### src/sv/rdiv_pkg.sv
// Shared types for the pipelined restoring divider.
package rdiv_pkg;

    // Control that travels beside the payload of every pipeline stage.
    typedef struct packed {
        logic valid;
        logic dbz;
    } stg_ctl_t;

endpackage

### src/sv/rdiv_stage.sv
// One registered shift-compare-subtract step of the restoring divider.
module rdiv_stage
    import rdiv_pkg::*;
#(
    parameter int WIDTH = 8
) (
    input  logic             clk,
    input  logic             rst_n,
    input  stg_ctl_t         in_ctl,
    input  logic [WIDTH-1:0] in_part,
    input  logic [WIDTH-1:0] in_quo,
    input  logic [WIDTH-1:0] in_dvs,
    output logic             in_ready,
    output stg_ctl_t         out_ctl,
    output logic [WIDTH-1:0] out_part,
    output logic [WIDTH-1:0] out_quo,
    output logic [WIDTH-1:0] out_dvs,
    input  logic             out_ready
);

    stg_ctl_t         ctl_reg;
    logic [WIDTH-1:0] part_reg;
    logic [WIDTH-1:0] quo_reg;
    logic [WIDTH-1:0] dvs_reg;

    logic [WIDTH-1:0] part_next;
    logic [WIDTH-1:0] quo_next;
    logic [WIDTH:0]   shifted;
    logic [WIDTH+1:0] diff;

    // The stage takes a new request when it is empty or its content moves on.
    assign in_ready = !ctl_reg.valid || out_ready;

    always_comb
    begin
        shifted = {in_part, in_quo[WIDTH-1]};
        diff    = {1'b0, shifted} - {2'b00, in_dvs};
        if (diff[WIDTH+1])
        begin
            part_next = shifted[WIDTH-1:0];
            quo_next  = {in_quo[WIDTH-2:0], 1'b0};
        end
        else
        begin
            part_next = diff[WIDTH-1:0];
            quo_next  = {in_quo[WIDTH-2:0], 1'b1};
        end
    end

    always_ff @(posedge clk or negedge rst_n)
    begin
        if (!rst_n)
        begin
            ctl_reg <= '0;
        end
        else if (in_ready)
        begin
            ctl_reg <= in_ctl;
        end
    end

    always_ff @(posedge clk)
    begin
        if (in_ready && in_ctl.valid)
        begin
            part_reg <= part_next;
            quo_reg  <= quo_next;
            dvs_reg  <= in_dvs;
        end
    end

    assign out_ctl  = ctl_reg;
    assign out_part = part_reg;
    assign out_quo  = quo_reg;
    assign out_dvs  = dvs_reg;

endmodule

### src/sv/restoring_divider_core.sv
// Top level of the pipelined unsigned restoring divider.
//
// This block divides an unsigned WIDTH-bit dividend by an unsigned WIDTH-bit
// divisor and returns the quotient and the remainder. It is a pipeline of
// WIDTH registered stages, one per quotient bit, each doing one shift,
// compare and conditional subtract of the partial remainder. A request can
// enter in every cycle while the output side does not stall, so the
// sustained rate is one division per cycle, and each result passes through
// the WIDTH stage registers in order. Each stage holds its request while the
// stage after it is full and stalled, and an empty stage always takes a new
// one, so bubbles close up and nothing is lost or repeated. A divisor of
// zero sets the divide_by_zero flag in tuser and forces quotient and
// remainder to zero.
module restoring_divider_core
    import rdiv_pkg::*;
#(
    parameter  int WIDTH  = 8,
    localparam int IN_W   = ((2 * WIDTH + 7) / 8) * 8,
    localparam int OUT_W  = ((2 * WIDTH + 7) / 8) * 8
) (
    input  logic             clk,
    input  logic             rst_n,
    input  logic             s_axis_tvalid,
    output logic             s_axis_tready,
    input  logic [IN_W-1:0]  s_axis_tdata,   // dividend, divisor, zero fill
    output logic             m_axis_tvalid,
    input  logic             m_axis_tready,
    output logic [OUT_W-1:0] m_axis_tdata,   // quotient, remainder, zero fill
    output logic             m_axis_tuser    // divide_by_zero
);

    stg_ctl_t         ctl   [WIDTH+1];
    logic [WIDTH-1:0] part  [WIDTH+1];
    logic [WIDTH-1:0] quo   [WIDTH+1];
    logic [WIDTH-1:0] dvs   [WIDTH+1];
    logic             rdy   [WIDTH+1];

    logic [WIDTH-1:0] dividend;
    logic [WIDTH-1:0] divisor;
    logic [WIDTH-1:0] quotient;
    logic [WIDTH-1:0] remainder;

    assign dividend = s_axis_tdata[WIDTH-1:0];
    assign divisor  = s_axis_tdata[2*WIDTH-1:WIDTH];

    // The first stage starts from a zero partial remainder with the dividend
    // in the quotient register; its bits shift out as quotient bits shift in.
    assign ctl[0].valid = s_axis_tvalid;
    assign ctl[0].dbz   = (divisor == '0);
    assign part[0]      = '0;
    assign quo[0]       = dividend;
    assign dvs[0]       = divisor;
    assign s_axis_tready = rdy[0];

    for (genvar i = 0; i < WIDTH; i++)
    begin : g_stage
        rdiv_stage #(
            .WIDTH (WIDTH)
        ) u_stage (
            .clk       (clk),
            .rst_n     (rst_n),
            .in_ctl    (ctl[i]),
            .in_part   (part[i]),
            .in_quo    (quo[i]),
            .in_dvs    (dvs[i]),
            .in_ready  (rdy[i]),
            .out_ctl   (ctl[i+1]),
            .out_part  (part[i+1]),
            .out_quo   (quo[i+1]),
            .out_dvs   (dvs[i+1]),
            .out_ready (rdy[i+1])
        );
    end

    assign rdy[WIDTH] = m_axis_tready;

    // The last stage register is the output register. A zero divisor has
    // run through the array like any other value, so its result is masked.
    assign quotient  = ctl[WIDTH].dbz ? '0 : quo[WIDTH];
    assign remainder = ctl[WIDTH].dbz ? '0 : part[WIDTH];

    assign m_axis_tvalid = ctl[WIDTH].valid;
    assign m_axis_tuser  = ctl[WIDTH].dbz;
    assign m_axis_tdata  = OUT_W'({remainder, quotient});

`ifndef SYNTHESIS
    // A flagged division must come out with zero quotient and remainder.
    assert property (@(posedge clk) disable iff (!rst_n)
        (m_axis_tvalid && m_axis_tuser) |-> (quotient == '0 && remainder == '0))
    else $error("divide by zero result is not cleared");

    // The remainder of a real division is always below its divisor.
    assert property (@(posedge clk) disable iff (!rst_n)
        (m_axis_tvalid && !m_axis_tuser) |-> (remainder < dvs[WIDTH]))
    else $error("remainder not below divisor");

    // When the output side takes results, every stage moves and input is open.
    assert property (@(posedge clk) disable iff (!rst_n)
        m_axis_tready |-> s_axis_tready)
    else $error("input stalled while output is ready");
`endif

endmodule
### config.mk
export PLATFORM = sky130hd
export DESIGN_NAME = restoring_divider_core
export DESIGN_NICKNAME = d
export VERILOG_FILES = /design/src/sv/rdiv_pkg.sv /design/src/sv/rdiv_stage.sv /design/src/sv/restoring_divider_core.sv
export SDC_FILE = /design/constraint.sdc
export NUM_CORES = 1
export LEC_CHECK = 0
export ABC_AREA = 1
export BUFFER_PORTS_ARGS = -buffer_cell sky130_fd_sc_hd__buf_4
export CAP_MARGIN = 30
export CORE_MARGIN = 5
export CORE_UTILIZATION = 45
export DETAILED_ROUTE_END_ITERATION = 8
export PLACE_DENSITY = 0.66
export SETUP_SLACK_MARGIN = 0.2
export SYNTH_ARGS = -nofsm -noshare
export SYNTH_HDL_FRONTEND = slang
export SYNTH_SLANG_ARGS = --single-unit
### constraint.sdc
create_clock -name clk -period 2.5 [get_ports clk]
set_input_delay 0.5 -clock clk [delete_from_list [all_inputs] [get_ports clk]]
set_output_delay 0.5 -clock clk [all_outputs]
set_load 0.05 [all_outputs]
==> Word level (Yosys, flattened, before mapping) <==
Cells that the tools add are included.
{ "op_classes": {"reduce_logical": 25, "n_mux": 18, "addsub": 8} }
{ "op_table": {"columns": ["cell", "n"], "rows": [
  ["8-bit 2-to-1 mux", 9],
  ["9-bit by 8-bit subtractor with 10-bit output", 7],
  ["1-bit 2-to-1 mux", 9],
  ["1-bit by 8-bit subtractor with 9-bit output", 1],
  ["1-bit logical AND", 8],
  ["1-bit zero test", 8],
  ["8-bit zero test", 1],
  ["1-bit logical OR", 8]
]} }
{ "totals": {"wordCells": 91, "ff_bits": 200, "in_bits": 20} }

==> Longest topological paths before layout <==
Gate-level depths: netlist (run 1).
{ "logic_depth": {"ltp_word": 10, "depth_mapped": 11, "mapped_depth_nobuf": 11} }

==> By module <==
From an unflattened synthesis (run 1), not the netlist that was laid out.
{ "hier_totals": {"cells_unflattened": 1160, "hier_area_um2": 11880.1} }
{ "modules_own_cells": {"columns": ["module", "instances", "area_each_um2", "cells_each"], "rows": [
  ["rdiv_stage (g_stage[0].u_stage ...)", 4, 1467.7, 140],
  ["rdiv_stage (g_stage[2].u_stage ...)", 2, 1456.4, 140],
  ["rdiv_stage (g_stage[1].u_stage)", 1, 1457.6, 139],
  ["rdiv_stage (g_stage[7].u_stage)", 1, 1455.1, 139],
  ["restoring_divider_core", 1, 183.9, 42]
]} }

==> Worst setup path before layout (run 1) <==
OpenSTA, ideal clock, no wires.
{ "synth_timing": {"path_kind": "register -> register", "start": "register g_stage[7].u_stage.ctl_reg (netlist bit g_stage[7].u_stage.out_ctl[1])", "end": "register g_stage[0].u_stage.dvs_reg[0], enable pin", "period_less_slack_ps": 2675, "stages_incl_launch_ff": 6, "path_slack_ps": -175, "arrival_time_ps": 2262, "t_required_ps": 2087, "setup_time_ps": 413, "cell_sequence": "dfrtp_1 > nand3_1 > nor2_1 > nand4_2 > nor2_1 > a21oi_1"} }
{ "synth_between": {"elab_chain_len": 10} }
{ "synth_lines": {"columns": ["element", "line_no", "rtl"], "rows": [
  ["start, declared", "rdiv_stage.sv:21", "stg_ctl_t ctl_reg;"],
  ["start signal, assigned", "rdiv_stage.sv:58", "ctl_reg <= in_ctl;"],
  ["1-bit zero test", "rdiv_stage.sv:32", "assign in_ready = !ctl_reg.valid || out_ready;"],
  ["1-bit logical OR (8 in series)", "rdiv_stage.sv:32", null],
  ["1-bit logical AND", "rdiv_stage.sv:64", "if (in_ready && in_ctl.valid)"],
  ["end signal, assigned", "rdiv_stage.sv:68", "dvs_reg <= in_dvs;"],
  ["end, declared", "rdiv_stage.sv:24", "logic [WIDTH-1:0] dvs_reg;"]
]} }
Every way passes these cells.
A chain may end at the register's enable or synchronous reset.

==> Worst setup path after layout (run 1) <==
{ "layout_timing": {"start": "register g_stage[7].u_stage.ctl_reg (netlist bit g_stage[7].u_stage.out_ctl[1])", "end": "output s_axis_tready"} }
{ "layout_between": {"elab_chain_len": 9} }
{ "layout_lines": {"columns": ["element", "line_no", "rtl"], "rows": [
  ["1-bit zero test", "rdiv_stage.sv:32", null],
  ["1-bit logical OR (8 in series)", "rdiv_stage.sv:32", null],
  ["end, declared", "restoring_divider_core.sv:24", "output logic s_axis_tready,"]
]} }
Every way passes these cells.

==> implementation parameters, run 1 <==
Parameter                              Value

Outcome
  Status ... finished clean

Logic synthesis
  Synthesized area ... about 0.011 mm^2
  Synth Instances ... 993
  Synthesis Warnings ... 0
  Number of enable-type register cells in the synthesized netlist ... 184
  Count of different cell masters after synthesis ... 33
  Seq cells post-synth ... 200
  Flip-flop cell with the highest count after synthesis ... sky130_fd_sc_hd__edfxtp_1
  Sequential fraction of the synthesis area ... 0.5597
  Syn_area_per_cell ... 10.66 um^2
  Proportion of synthesized flip-flops having asynchronous set or reset ... 0.08000

Finish
  Proportion of layout cells with a drive suffix above 1 ... 0.1859
  Non-filler cells, final ... around 1.4k
  Fill cell instance count of the final layout ... 2104
  Diode insertion count for antenna repair ... 0
  Synth-to-layout area growth ... 11.81%
  Final layout net count ... between 1k and 1.5k

Detailed routing
  DR vias ... 6541
  DR iter-0 viols ... 297
  Mean routed wirelength per cell ... 12.16 um
  Post-detailed-route DRC marker count ... 0
  Post-DRT Antenna Nets ... 0
  First drt pass iteration count ... 4
  Vias per std cell ... 4.726
  Post-Route WL ... 16830 um

GRT
  Largest net degree at the start of global routing ... 25
  Total congestion overflow ... 0
  Via count of the first global-routing pass ... 6639
  Wire length of the first global-routing pass ... roughly 30000 um
  Number of antenna violations at the first check in global routing ... 0
  Total track usage ... 0.1355

Flow run
  Max-cap viol count ... 0

Floorplanning
  Full die area ... 0.02669 mm^2
  Die height ... 163.4 um
  Std-Cell Core Area ... about 0.023 mm^2
  Number of placement rows ... between 50 and 60
  Chip Width ... 163.4 um
  Initial cell density of the core ... 0.4537
  I/O pin count ... 39

Worst setup path
  WP data arrival ... 1.72 ns
  Category of the worst setup path capture point ... output port
  Slowest-stage cell, CP ... sky130_fd_sc_hd__dfrtp_2
  Crit-path cells ... nand4_4, nor3_4, nand4_1, buf_4
  Required time worst endpoint ... ~2.0 ns
  CP Max Fanout ... 6
  Kind of start point of the critical path ... flop
  Largest stage delay, worst path ... approximately 0.42 ns
  Setup Crit Path Kind ... flop to output port

Clocking
  Clock tree root driver cell ... sky130_fd_sc_hd__clkbuf_16
  Later-pin clock latency in the skew report ... about 0.43 ns
  Total clock sinks ... 200
  Clock Path Buffers ... 2
  Worst-path clk slew ... 0.07 ns
  Max H-tree Level ... 4
  Number of clock buffers inserted by TritonCTS ... 17
  Clock tree from TritonCTS ... done

Timing
  Final critical path time including I/O delays and setup ... 2.215 ns
  Final setup vio count ... 0
  Final hold violations ... 0
  Max Freq ... 0.4515 GHz
  Hold Worst Slack ... approximately 0.24 ns
  Transition time at the pin with the least slew margin ... 0.8833 ns
  Max_slew headroom ... 0.4105
  Setup repair after global routing missed its margin ... no
  Fraction of the cycle the final worst path needs ... 0.8860
  Summed negative setup slack over all endpoints ... 0 ns
  Worst-case clock skew ... 0.01091 ns
  Final Max Tran Viols ... 0

Placement
  Number of placed instances with taps included ... 1350
  Estimated wirelength of the detail-placed design ... 13300 um
  Number of port buffers ... 38
  Global placer's final weighted congestion ... 0.8368

Min path
  Hold Crit Class ... input pin to flop

Power and ir drop
  Peak supply drop ... 0.5762 mV
  Power Total ... 16750 uW
  Static Leak ... 0.005421 uW
  Cell Pwr Density ... 1415 mW/mm^2
## state kept, by name, summed over array words and instances (netlist names)
register	count
g_stage.u_stage.out_part	64
g_stage.u_stage.out_quo	64
g_stage.u_stage.out_dvs	56
g_stage.u_stage.out_ctl	16
## placed cells by master, fill, tap and decap left out, types with 2 or more instances in the layout
cell	count
sky130_fd_sc_hd__nand2_1	226
sky130_fd_sc_hd__inv_1	197
sky130_fd_sc_hd__edfxtp_1	184
sky130_fd_sc_hd__ha_1	58
sky130_fd_sc_hd__nor2_1	44
sky130_fd_sc_hd__buf_4	44
sky130_fd_sc_hd__o21ai_2	35
sky130_fd_sc_hd__nand3_2	31
sky130_fd_sc_hd__nand3_1	31
sky130_fd_sc_hd__nand4_1	25
sky130_fd_sc_hd__a21oi_1	24
sky130_fd_sc_hd__nand2_2	17
sky130_fd_sc_hd__clkbuf_16	17
sky130_fd_sc_hd__dfrtp_1	15
sky130_fd_sc_hd__inv_2	11
sky130_fd_sc_hd__nand3b_1	11
sky130_fd_sc_hd__xor2_1	11
sky130_fd_sc_hd__xnor2_1	10
sky130_fd_sc_hd__or2_1	7
sky130_fd_sc_hd__fa_1	7
sky130_fd_sc_hd__nor3_4	5
sky130_fd_sc_hd__inv_6	5
sky130_fd_sc_hd__nor3_2	4
sky130_fd_sc_hd__a21oi_2	4
sky130_fd_sc_hd__a21oi_4	4
sky130_fd_sc_hd__nand3_4	4
sky130_fd_sc_hd__clkinv_1	4
sky130_fd_sc_hd__or2_2	4
sky130_fd_sc_hd__o21ai_0	4
sky130_fd_sc_hd__bufinv_16	3
sky130_fd_sc_hd__conb_1	3
sky130_fd_sc_hd__o21ai_1	2
sky130_fd_sc_hd__nor2_2	2
sky130_fd_sc_hd__buf_8	2
## synth_stat cells, drive strengths merged (7+ instances only)
library cell    n  area (um^2)
nor2           46        172.7
nand4          27        181.4
buf             7        140.1
fa              7        140.1
ha             58        725.7
nand3          66        535.5
xnor2          10        87.58
or2            11        68.81
xor2           11        96.34
nand2         243        954.7
edfxtp        184         5525
dfrtp          16        400.4
nand3b         11        82.58
a21oi          32        216.5
inv           208        780.8
o21ai          41        336.6
nor3           10        120.1
## path summary, 6_finish.rpt
kind	from	end	slack, ns	cells past startpoint
hold / removal	s_axis_tdata[3]	g_stage[0].u_stage.out_quo[4]	0.24	1
min in group asynchronous	rst_n	g_stage[2].u_stage.out_ctl[0]	0.47	2
setup reg to reg	g_stage[5].u_stage.out_part[3]	g_stage[6].u_stage.out_part[0]	0.38	9
hold reg to reg	g_stage[1].u_stage.out_quo[1]	g_stage[2].u_stage.out_quo[2]	0.41	0
setup / recovery	g_stage[7].u_stage.out_ctl[1]	s_axis_tready	0.28	4
max in group asynchronous	rst_n	g_stage[7].u_stage.out_ctl[1]	1.83	2
## timing repair
item	4_1_cts	5_1_grt
hold buffers	1	0
buffers inserted	0	1
endpoints found under the hold margin	16	0
pin swaps	0	1
cloned	0	0
resized for setup	1	2
endpoints found under the setup margin	1	1
## final cells by class
| cell class | instances | area (um^2) | share of cell area |
|---|---|---|---|
| Clock buffer | 18 | 429.2 | 0.03626 |
| Clock inverter | 14 | 166.4 | 0.01406 |
| Inverter | 209 | 784.5 | 0.06628 |
| Multi-Input combinational cell | 577 | 3760 | 0.3177 |
| Sequential cell | 200 | 5927 | 0.5007 |
| Tap cell | 319 | 399.1 | 0.03372 |
| Timing Repair Buffer | 47 | 370.4 | 0.03129 |
## critical path: cells and delay by family (launching register included)
kind          cells  cell delay, ns
buf+inv           1            0.24
flops             1            0.42
simple gates      3            0.62
## power by group
group / internal [uW] / switching [uW] / leakage, uW / total [uW]
clock: 1580 / 1200 / 0.000289 / 2780
combinational: 2870 / 4960 / 0.00314 / 7830
sequential: 5560 / 584 / 0.00199 / 6140
## routing by layer
metal | share of wire | up-vias | global-route usage
li1 | - | 3374 | -
met1 | 0.39 | 3072 | 0.1359
met2 | 0.57 | 74 | 0.2691
met3 | 0.025 | 21 | 0.03154
met4 | 0.019 | 0 | 0.04880
met5 | 0 | - | 0
## metrics by stage
stage	utilization	worst slack, ns	instance area (um^2)
after floorplan	-	0.2954	10600
after CTS	0.5065	0.2237	11820
after global placement	0.4790	0.4329	11180
final	0.5073	0.2850	11840
after detailed placement	0.4803	0.3799	11210
after global routing	0.5073	0.2073	11840
## logic make-up (layout without fill, tap and decap cells)
| group | after synthesis | in the layout | share of synthesized area |
|---|---|---|---|
| AND/OR/NAND/NOR | 415 | 415 | 0.2004 |
| flip-flops | 200 | 200 | 0.5597 |
| adder cells (fa/ha/maj) | 65 | 65 | 0.08179 |
| buffers and inverters | 218 | 288 | 0.08805 |
| XOR/XNOR | 21 | 21 | 0.01737 |
| AO/OA/AOI/OAI | 73 | 73 | 0.05224 |
| other | 1 | 3 | 0.0003542 |
No activity file was read; power rests on OpenSTA's default activity.
==> inputs of run 2 (changes only) <==
--- a/config.mk
+++ b/config.mk
@@ -11,7 +11,7 @@
 export CORE_MARGIN = 5
 export CORE_UTILIZATION = 45
 export DETAILED_ROUTE_END_ITERATION = 8
-export PLACE_DENSITY = 0.66
+export PLACE_DENSITY = 0.73
 export SETUP_SLACK_MARGIN = 0.2
 export SYNTH_ARGS = -nofsm -noshare
 export SYNTH_HDL_FRONTEND = slang
==> run 2 against run 1 <==
Against the previous run:
- clock-buffer cell count increased by 1
- combinational power is essentially flat
- via count about the same
- die area unchanged
- largest power group unchanged
- sequential share of layout area barely moved
==> implementation parameters, run 2 (same netlist as run 1, synthesis figures left out) <==
Parameter                              Value

Worst setup path
  Required time worst endpoint ... 2.00 ns (about the same)
  Kind of start point of the critical path ... flop
  Category of the worst setup path capture point ... output port
  WP data arrival ... 1.68 ns (-0.04 ns)
  CP Max Fanout ... 6 (unchanged)
  Setup slack, reg-to-reg ... 0.39 ns (about the same)
  Setup Crit Path Kind ... flop to output port

Power and ir drop
  Peak supply drop ... 0.5818 mV (+0.98%)
  Cell Pwr Density ... 1410 mW/mm^2 (-0.40%)
  Static Leak ... 0.005432 uW (+0.20%)

GRT
  Wire length of the first global-routing pass ... 28070 um (-4.0%)
  Global-route layer with the greatest usage ... met2
  Largest net degree at the start of global routing ... 25 (unchanged)
  Met1 Track Usage GR ... 0.1272 (-0.008717)
  Met2 Track Usage GR ... 0.2587 (-0.01038)
  Total congestion overflow ... 0 (unchanged)
  Met3 demand-to-capacity share in global routing ... 0.03129 (-0.0002523)
  Number of antenna violations at the first check in global routing ... 0 (unchanged)
  Via count of the first global-routing pass ... 6611 (-0.42%)
  Total track usage ... 0.1305 (-0.005019)

Finish
  Final layout net count ... 1138 (+0.088%)
  Fill cell instance count of the final layout ... 2027 (-3.7%)
  Leading cell type in the layout, fill and taps excluded ... sky130_fd_sc_hd__nand2_1
  Diode insertion count for antenna repair ... 0 (unchanged)
  Top library cells by usage in the layout, fill and taps aside ... sky130_fd_sc_hd__nand2_1 (226), sky130_fd_sc_hd__inv_1 (197), sky130_fd_sc_hd__edfxtp_1 (184)
  Proportion of layout cells with a drive suffix above 1 ... 0.1895 (+0.003578)
  Synth-to-layout area growth ... 11.75% (about the same)

Clocking
  Clock Path Buffers ... 2 (unchanged)
  Later-pin clock latency in the skew report ... 0.44 ns (about the same)
  Number of clock buffers inserted by TritonCTS ... 17 (unchanged)
  Max H-tree Level ... 4 (unchanged)
  Clock tree root driver cell ... sky130_fd_sc_hd__clkbuf_16
  Worst-path clk slew ... 0.07 ns (about the same)
  Total clock sinks ... 200 (unchanged)
  Clock tree from TritonCTS ... done

Floorplanning
  Number of placement rows ... 56 (unchanged)
  Chip Width ... 163.4 um (unchanged)
  Std-Cell Core Area ... 0.02333 mm^2 (unchanged)
  I/O pin count ... 39 (unchanged)
  Full die area ... 0.02669 mm^2 (unchanged)
  Initial cell density of the core ... 0.4537 (unchanged)
  Die height ... 163.4 um (unchanged)

Timing
  Summed negative setup slack over all endpoints ... 0 ns (unchanged)
  Hold Worst Slack ... 0.2352 ns (-0.006981 ns)
  Setup repair after global routing missed its margin ... no
  Transition time at the pin with the least slew margin ... 0.8711 ns (-0.01214 ns)
  Fraction of the cycle the final worst path needs ... 0.8732 (-0.01280)
  Final critical path time including I/O delays and setup ... 2.183 ns (-0.03200 ns)
  Max_slew headroom ... 0.4186 (+0.008104)
  Max Freq ... 0.4581 GHz (+1.5%)
  Worst-case clock skew ... 0.01178 ns (+0.0008621 ns)
  Final setup vio count ... 0 (unchanged)
  Final Max Tran Viols ... 0 (unchanged)
  Final hold violations ... 0 (unchanged)

Min path
  Hold Crit Class ... input pin to flop

Detailed routing
  Post-DRT Antenna Nets ... 0 (unchanged)
  Vias per std cell ... 4.726 (about the same)
  Mean routed wirelength per cell ... 11.93 um (-1.9%)
  First drt pass iteration count ... 6 (+2)
  DR iter-0 viols ... 267 (-10%)
  DR vias ... 6545 (+0.061%)
  Post-Route WL ... 16520 um (-1.9%)
  Post-detailed-route DRC marker count ... 0 (unchanged)

Placement
  Global placer's final weighted congestion ... 0.8726 (+4.3%)
  Number of port buffers ... 38 (unchanged)
  Estimated wirelength of the detail-placed design ... 12700 um (-4.5%)

Outcome
  Status ... finished clean

Flow run
  Max-cap viol count ... 0 (unchanged)
[run 2: cell types whose count changed in the layout (fill, tap and decap cells not counted), sizes merged]
cell and delta:
buf +1, bufinv -2, clkbuf +1, clkinv -4, clkinvlp -1, inv +6
[run 2: worst max-delay path, cell delays in order, from the launching register on]
cell	delay, ns
sky130_fd_sc_hd__dfrtp_2	0.43
sky130_fd_sc_hd__nand4_4	0.16
sky130_fd_sc_hd__nor3_4	0.23
sky130_fd_sc_hd__nand4_1	0.18
sky130_fd_sc_hd__buf_4	0.24
[run 2: area by class of cell]
cell class	instances	area (um^2)	area share
sequential	200	5927	0.5010
multi-input combinational	577	3760	0.3178
inverter	209	784.5	0.06631
clock buffer	19	454.2	0.03839
tap	319	399.1	0.03374
timing repair buffer	48	377.9	0.03194
clock inverter	13	127.6	0.01079
[run 2: routing by layer]
layer	wire, um	up-vias	share of wire
li1	-	3370	-
met1	6315	3057	0.38
met3	438	33	0.027
met5	0	-	0
met2	9334	85	0.56
met4	432	0	0.026
[run 2: worst paths after layout]
kind | start | depth (start not counted) | endpoint
worst max-delay path | g_stage[7].u_stage.out_ctl[1] | 4 | s_axis_tready
worst min register to register | g_stage[6].u_stage.out_quo[3] | 0 | g_stage[7].u_stage.out_quo[4]
max in group asynchronous | rst_n | 2 | g_stage[7].u_stage.out_ctl[1]
worst min-delay path | s_axis_tdata[3] | 1 | g_stage[0].u_stage.out_quo[4]
worst max register to register | g_stage[3].u_stage.out_dvs[4] | 10 | g_stage[4].u_stage.out_part[0]
min in group asynchronous | rst_n | 2 | g_stage[1].u_stage.out_ctl[1]
[run 2: report_power, final]
part / internal, uW / leakage (uW) / switching [uW] / total [uW]
Combinational: 2870 / 0.00315 / 4950 / 7830
Clock: 1460 / 0.000294 / 1260 / 2730
Sequential: 5550 / 0.00199 / 570 / 6120
Total: 9890 / 0.00543 / 6790 / 16700
[run 2: timing repair]
item,CTS,global route
hold endpoints to repair,16,0
endpoints found under the setup margin,1,1
gates resized for setup,1,2
pin swaps,1,0
setup buffers,1,0
hold buffers,1,0
[run 2: per-stage QoR]
step	worst slack (ns)	power (uW)	cells	util	area, um^2
4_1_cts	0.2194	16810	1385	0.5066	11820
3_3_place_gp	0.4270	13630	1349	0.4794	11180
3_5_place_dp	0.3987	14000	1351	0.4806	11210
2_1_floorplan	0.2954	12640	995	-	10600
6_report	0.3170	16680	1385	0.5070	11830
5_1_grt	0.2167	18030	1385	0.5070	11830
